`src/rtl/hpc_pkg.sv`:
```
// package: word types, request codes and constants for the half precision converter
`default_nettype none
package hpc_pkg;

  typedef enum logic [1:0] {
    REQ_SINT_TO_HALF = 2'd0,
    REQ_UINT_TO_HALF = 2'd1,
    REQ_SINGLE_TO_HALF = 2'd2,
    REQ_HALF_TO_SINGLE = 2'd3
  } req_type_t;

  typedef struct packed {
    logic [1:0]  req_type;
    logic [31:0] operand_bits;
  } in_word_t;

  typedef struct packed {
    logic [31:0] result_bits;
    logic        saturated;
  } out_word_t;

  localparam logic [15:0] HALF_SIGN = 16'h8000;
  localparam logic [15:0] HALF_FRAC_MASK = 16'h03ff;
  localparam logic [15:0] HALF_INF = 16'h7c00;
  localparam logic [4:0]  HALF_EXP_MAX = 5'h1f;
  localparam logic [7:0]  EXP_BIAS_DIFF = 8'd112;
  localparam logic [31:0] SINGLE_FRAC_MASK = 32'h007fffff;
  localparam logic [7:0]  DENORM_BIAS = 8'd90;
  localparam int unsigned PIPE_DEPTH = 3;

endpackage
`default_nettype wire

```
`src/rtl/half_precision_converter.sv`:
```
// top level: three-stage pipelined conversion between integer, single and half
// a started word passes the stage 1, 2 and 3 registers in turn; out_valid is stage 3's bit
// throughput: one word every cycle; busy is tied low, as the three-stage datapath never stalls
// reset: synchronous active-low rst_n clears the stage valid bits only
// the receiver cannot stall; each result shows for exactly one cycle
`default_nettype none
module half_precision_converter import hpc_pkg::*; (
  input  wire logic      clk,
  input  wire logic      rst_n,
  input  wire logic      start,
  output logic           busy,
  input  wire in_word_t  in_word,
  output logic           out_valid,
  output out_word_t      out_word
);

  // stage 1: operand magnitude
  logic        v1_r;
  logic [1:0]  kind1_r;
  logic [31:0] op1_r;
  logic [31:0] mag1_r;
  logic        neg1_r;
  logic [31:0] mag1_nxt;
  logic        neg1_nxt;

  assign busy = 1'b0;

  always_comb begin
    neg1_nxt = 1'b0;
    mag1_nxt = in_word.operand_bits;
    unique case (req_type_t'(in_word.req_type))
      REQ_SINT_TO_HALF: begin
        neg1_nxt = in_word.operand_bits[31];
        if (in_word.operand_bits[31]) mag1_nxt = 32'd0 - in_word.operand_bits;
      end
      REQ_UINT_TO_HALF: mag1_nxt = in_word.operand_bits;
      REQ_SINGLE_TO_HALF: mag1_nxt = in_word.operand_bits;
      REQ_HALF_TO_SINGLE: mag1_nxt = {22'd0, in_word.operand_bits[9:0]};
      default: mag1_nxt = in_word.operand_bits;
    endcase
  end

  always_ff @(posedge clk) begin
    if (!rst_n) begin
      v1_r <= 1'b0;
    end else begin
      v1_r <= start && !busy;
    end
    kind1_r <= in_word.req_type;
    op1_r <= in_word.operand_bits;
    mag1_r <= mag1_nxt;
    neg1_r <= neg1_nxt;
  end

  // stage 2: leading-one detect
  logic        found;
  logic [4:0]  pos;
  logic        v2_r;
  logic [1:0]  kind2_r;
  logic [31:0] op2_r;
  logic [31:0] mag2_r;
  logic        neg2_r;
  logic        found2_r;
  logic [4:0]  pos2_r;

  hpc_lzd u_lzd (
    .value(mag1_r),
    .found(found),
    .pos(pos)
  );

  always_ff @(posedge clk) begin
    if (!rst_n) begin
      v2_r <= 1'b0;
    end else begin
      v2_r <= v1_r;
    end
    kind2_r <= kind1_r;
    op2_r <= op1_r;
    mag2_r <= mag1_r;
    neg2_r <= neg1_r;
    found2_r <= found;
    pos2_r <= pos;
  end

  // stage 3: shift and pack
  logic        v3_r;
  out_word_t   res3_r;
  out_word_t   res3_nxt;
  logic [15:0] hsgn;
  logic [7:0]  ef;
  logic [31:0] full;
  logic [5:0]  sh;
  logic [4:0]  hef;
  logic [31:0] fsh;

  always_comb begin
    res3_nxt = '0;
    hsgn = 16'd0;
    ef = op2_r[30:23];
    full = (op2_r & SINGLE_FRAC_MASK) | 32'h00800000;
    sh = 6'd0;
    hef = op2_r[14:10];
    fsh = 32'd0;
    unique case (req_type_t'(kind2_r))
      REQ_SINT_TO_HALF, REQ_UINT_TO_HALF: begin
        hsgn = neg2_r ? HALF_SIGN : 16'd0;
        if (!found2_r) begin
          res3_nxt.result_bits = 32'd0;
        end else if (pos2_r >= 5'd16) begin
          res3_nxt.result_bits = {16'd0, hsgn | HALF_INF};
          res3_nxt.saturated = 1'b1;
        end else begin
          if (pos2_r <= 5'd10) fsh = mag2_r << (5'd10 - pos2_r);
          else fsh = mag2_r >> (pos2_r - 5'd10);
          res3_nxt.result_bits = {16'd0, hsgn | {1'b0, 5'(pos2_r + 5'd15), 10'd0}
                                 | (fsh[15:0] & HALF_FRAC_MASK)};
        end
      end
      REQ_SINGLE_TO_HALF: begin
        hsgn = {op2_r[31], 15'd0};
        if (ef == 8'hff) begin
          res3_nxt.result_bits = {16'd0, hsgn | HALF_INF};
        end else if (ef > 8'd142) begin
          res3_nxt.result_bits = {16'd0, hsgn | HALF_INF};
          res3_nxt.saturated = 1'b1;
        end else if (ef < 8'd113) begin
          if (ef >= 8'd103) begin
            sh = 6'(8'd126 - ef);
            fsh = full >> sh;
            res3_nxt.result_bits = {16'd0, hsgn | (fsh[15:0] & HALF_FRAC_MASK)};
          end else begin
            res3_nxt.result_bits = {16'd0, hsgn};
          end
        end else begin
          res3_nxt.result_bits = {16'd0, hsgn | {1'b0, 5'(ef - EXP_BIAS_DIFF), 10'd0}
                                 | {6'd0, op2_r[22:13]}};
        end
      end
      REQ_HALF_TO_SINGLE: begin
        if (hef == 5'd0) begin
          if (!found2_r) begin
            res3_nxt.result_bits = {op2_r[15], 31'd0};
          end else begin
            fsh = mag2_r << (5'd23 - pos2_r);
            res3_nxt.result_bits = {op2_r[15], 8'({3'd0, pos2_r} + DENORM_BIAS + 8'd13),
                                    fsh[22:0]};
          end
        end else if (hef == HALF_EXP_MAX) begin
          res3_nxt.result_bits = {op2_r[15], 8'hff, op2_r[9:0], 13'd0};
        end else begin
          res3_nxt.result_bits = {op2_r[15], 8'({3'd0, hef} + EXP_BIAS_DIFF),
                                  op2_r[9:0], 13'd0};
        end
      end
      default: res3_nxt = '0;
    endcase
  end

  always_ff @(posedge clk) begin
    if (!rst_n) begin
      v3_r <= 1'b0;
    end else begin
      v3_r <= v2_r;
    end
    res3_r <= res3_nxt;
  end

  assign out_valid = v3_r;
  assign out_word = res3_r;

`ifndef SYNTHESIS
  a_latency: assert property (@(posedge clk) disable iff (!rst_n)
    v1_r |-> ##2 out_valid) else $error("lost word");
  a_no_spurious: assert property (@(posedge clk) disable iff (!rst_n)
    out_valid |-> $past(v2_r)) else $error("spurious word");
  a_sat_inf: assert property (@(posedge clk) disable iff (!rst_n)
    (out_valid && out_word.saturated) |-> (out_word.result_bits[14:0] == HALF_INF[14:0]))
    else $error("saturation without infinity");
`endif

endmodule
`default_nettype wire

```
`src/rtl/hpc_lzd.sv`:
```
// leading-one position of a 32-bit word
`default_nettype none
module hpc_lzd import hpc_pkg::*; (
  input  wire logic [31:0] value,
  output logic             found,
  output logic [4:0]       pos
);
  always_comb begin
    found = 1'b0;
    pos = 5'd0;
    for (int i = 0; i < 32; i++) begin
      if (value[i]) begin
        found = 1'b1;
        pos = 5'(i);
      end
    end
  end
endmodule
`default_nettype wire
```
`config.mk`:
```
export PLATFORM = sky130hd
export DESIGN_NAME = half_precision_converter
export DESIGN_NICKNAME = d
export VERILOG_FILES = /design/src/rtl/hpc_pkg.sv /design/src/rtl/half_precision_converter.sv /design/src/rtl/hpc_lzd.sv
export SDC_FILE = /design/constraint.sdc
export NUM_CORES = 1
export LEC_CHECK = 0
export BUFFER_PORTS_ARGS = -buffer_cell sky130_fd_sc_hd__buf_2
export CAP_MARGIN = 20
export CELL_PAD_IN_SITES_DETAIL_PLACEMENT = 1
export CELL_PAD_IN_SITES_GLOBAL_PLACEMENT = 2
export CORE_MARGIN = 2
export CORE_UTILIZATION = 42
export DETAILED_ROUTE_END_ITERATION = 10
export GPL_ROUTABILITY_DRIVEN = 0
export PLACE_DENSITY_LB_ADDON = 0.1
export SLEW_MARGIN = 20
export SYNTH_ARGS = -nofsm -noshare
export SYNTH_HDL_FRONTEND = slang
export SYNTH_HIERARCHICAL = 1
export SYNTH_SLANG_ARGS = --single-unit
export TNS_END_PERCENT = 10
```
`constraint.sdc`:
```
create_clock -name clk -period 5.12 [get_ports clk]
set_input_delay 1.024 -clock clk [delete_from_list [all_inputs] [get_ports clk]]
set_output_delay 1.024 -clock clk [all_outputs]
set_load 0.03 [all_outputs]
```
==> impl_metrics.json <==
{
  "synth_area_sq_um": 9906,
  "fp.dieArea_sq_um": 24830,
  "grt_pass1_vias": 8617,
  "finalWirelength_um": 35690,
  "synth-main-ff-cell": "dfxtp_1",
  "max-slew-margin-rel": 0.3305,
  "rsz0062_at_grt": "no",
  "numClockSinks": 176,
  "hp-start": "op1_r[14]$_DFF_P_",
  "syn_nets": 1113,
  "fp.dieH_um": 157.6,
  "dpl.hpwl_um": 27420,
  "busiest_layer": "met2",
  "path_max_fanout": 23,
  "setup_violations": 0,
  "period_minus_slack_ps": 3639,
  "drv_slew": 0,
  "clockBufferDepth": 2,
  "period_share": 0.7108,
  "clk_latency_ps": 440,
  "ff2ff_path_depth": 10,
  "route.detailed.drc": 0,
  "initial_core_util": 0.4245,
  "post_cts_resized": 0,
  "design_area_sq_um": 11140,
  "cp-start-kind": "flip-flop",
  "numCtsBuffers": 17,
  "startpoint": "op2_r[23]$_DFF_P_",
  "grt_pass1_wl_um": 53700,
  "coreArea_sq_um": 23330,
  "max_freq_ghz": 0.2748,
  "met2_usage": 0.4662,
  "cts_root_buffer": "clkbuf_16",
  "ioPinCount": 72,
  "ir_drop_mv": 0.2296,
  "wl_per_cell_um": 25.04,
  "final_cell_mix": "dfxtp_1 (174), mux2i_1 (110), nand2_1 (94), nor2_1 (87), buf_2 (70)",
  "worstSetupPathType": "flip-flop to flip-flop",
  "placed_area_sq_um": 10500,
  "first_iter_violations": 750,
  "status": "finished clean",
  "ant_nets": 0,
  "postCtsHoldBufs": 0,
  "hold_viol": 0,
  "layoutNonFillerInstCount": 1425,
  "area_growth_pct": 12.48,
  "row_count": 56,
  "route.vias.total": 8750,
  "required_ps": 5420,
  "power.density_nw_per_um2": 387.3,
  "fin_setup_tns_ps": 0,
  "postCtsSetupBuffers": 0,
  "synth_edf_count": 0,
  "hp-class": "flip-flop to flip-flop",
  "drive_above_1_share": 0.1844,
  "path_clk_slew_ps": 70,
  "cap_violations": 0,
  "diodes": 0,
  "syn_inst": 1058,
  "dp_cells": 1393,
  "r2r-start": "op2_r[23]$_DFF_P_",
  "synth_cell_types": 73,
  "grt_max_degree": 60,
  "min_path_cells": 0,
  "cts_tree": "yes",
  "synth_area_per_cell_sq_um": 9.363,
  "ys_warn_count": 6,
  "worst_ep_arrival_time_ps": 3940,
  "antenna_found_initial": 0,
  "use_met3": 0.03641,
  "ys_seq_area_frac": 0.3557,
  "synth_seq_cells": 176,
  "dr.pass1.iters": 6,
  "drt-vias-per-instance": 6.140,
  "async_reset_ff_frac": 0,
  "dieWidth_um": 157.6,
  "clock-skew-final_ps": 16.24,
  "portBuffers": 70,
  "final_common_cell": "dfxtp_1",
  "grt.overflow.total": 0,
  "end_kind": "flip-flop",
  "p_leak_nw": 4.521,
  "globalRouteTotalUtil": 0.2914,
  "cts_max_level": 4,
  "nets": 1148,
  "worst-slew-pin-transition_ps": 1004,
  "use_met1": 0.4083
}
-- path summary, 6_finish.rpt --
| check | endpoint | slack, ps |
|---|---|---|
| worst min register to register | op2_r[14]$_DFF_P_ | 330 |
| worst max-delay path | out_word[1]$_DFF_P_ | 1480 |
| worst min-delay path | op2_r[14]$_DFF_P_ | 330 |
| worst max register to register | out_word[1]$_DFF_P_ | 1480 |
-- registers in the layout (all words and copies together) (netlist names), 2 cells and up --
name and count:
kind1_r 2, kind2_r 2, mag1_r 32, out_word 33, mag2_r 32, op1_r 32
op2_r 32, pos2_r 5
-- cell type report --
cell class,instances,area [sq um]
multi-input combinational,787,6008
clock inverter,15,212.7
sequential,176,3528
timing repair buffer,87,478.0
clock buffer,17,425.4
tap,319,399.1
fill,2702,12190
inverter,24,90.09
-- worst max-delay path: stages (launching register included) --
cell,delay [ps]
dfxtp_1,310
buf_4,300
inv_2,220
ha_1,720
buf_4,340
mux2i_1,420
mux2i_1,160
mux2_2,320
and3_1,190
o31ai_1,390
nand4_1,120
-- routing by layer --
metal,part of all wire,routed length [um]
met5,0,0
met4,0.031,1124
met3,0.052,1865
met1,0.45,16010
met2,0.47,16690
-- through the flow --
stage	hold slack, ps	power, mW	setup WS [ps]	utilization
after CTS	331.0	4.314	1413	0.4772
after global placement	309.7	2.946	1401	0.4499
after detailed placement	313.5	2.956	1400	0.4499
after global routing	339.4	4.504	1176	0.4775
after floorplan	309.6	2.564	1986	-
final	328.8	4.315	1481	0.4775
-- where the power goes --
group	leakage, nW	total, mW	switching (mW)	internal, mW
Sequential	1.47	1.65	0.176	1.47
Combinational	2.74	1.31	0.752	0.557
Clock	0.308	1.36	0.644	0.716
-- synthesized netlist by cell type, drive strengths merged (4+ instances only) --
| library cell | number | area [sq um] |
|---|---|---|
| nor2 | 87 | 326.6 |
| mux4 | 48 | 1081 |
| mux2i | 110 | 1101 |
| nand2b | 8 | 50.05 |
| inv | 21 | 78.83 |
| or4 | 7 | 56.30 |
| a2111oi | 6 | 52.55 |
| ha | 18 | 225.2 |
| a211o | 4 | 35.03 |
| a211oi | 8 | 60.06 |
| o2111ai | 7 | 61.31 |
| and2 | 8 | 50.05 |
| a31oi | 12 | 75.07 |
| o211ai | 18 | 135.1 |
| nor3b | 5 | 37.54 |
| or3 | 8 | 55.05 |
| a21boi | 7 | 52.55 |
| nand4 | 11 | 68.82 |
| nand3 | 33 | 170.2 |
| nor3 | 28 | 145.1 |
| dfxtp | 176 | 3523 |
| a21oi | 58 | 290.3 |
| o221ai | 6 | 52.55 |
| buf | 36 | 175.2 |
| o21ai | 62 | 310.3 |
| clkbuf | 35 | 131.4 |
| nor2b | 11 | 68.82 |
| a221oi | 5 | 43.79 |
| o311ai | 4 | 35.03 |
| o31ai | 14 | 105.1 |
| and3 | 10 | 62.56 |
| o21a | 6 | 45.04 |
| mux2 | 17 | 191.4 |
| o41ai | 4 | 53.81 |
| nand2 | 94 | 352.8 |
| xor2 | 6 | 52.55 |
| nor4 | 11 | 87.59 |
| xnor2 | 8 | 70.07 |
-- cell families after synthesis --
kind of cell | share of synthesized area
AND/OR/NAND/NOR | 0.1634
multiplexers | 0.2396
buffers and inverters | 0.04004
adder cells (fa/ha/maj) | 0.02274
flip-flops | 0.3557
other | 0.0003786
AO/OA/AOI/OAI | 0.1657
XOR/XNOR | 0.01238
(Power assumes the default switching activity.)
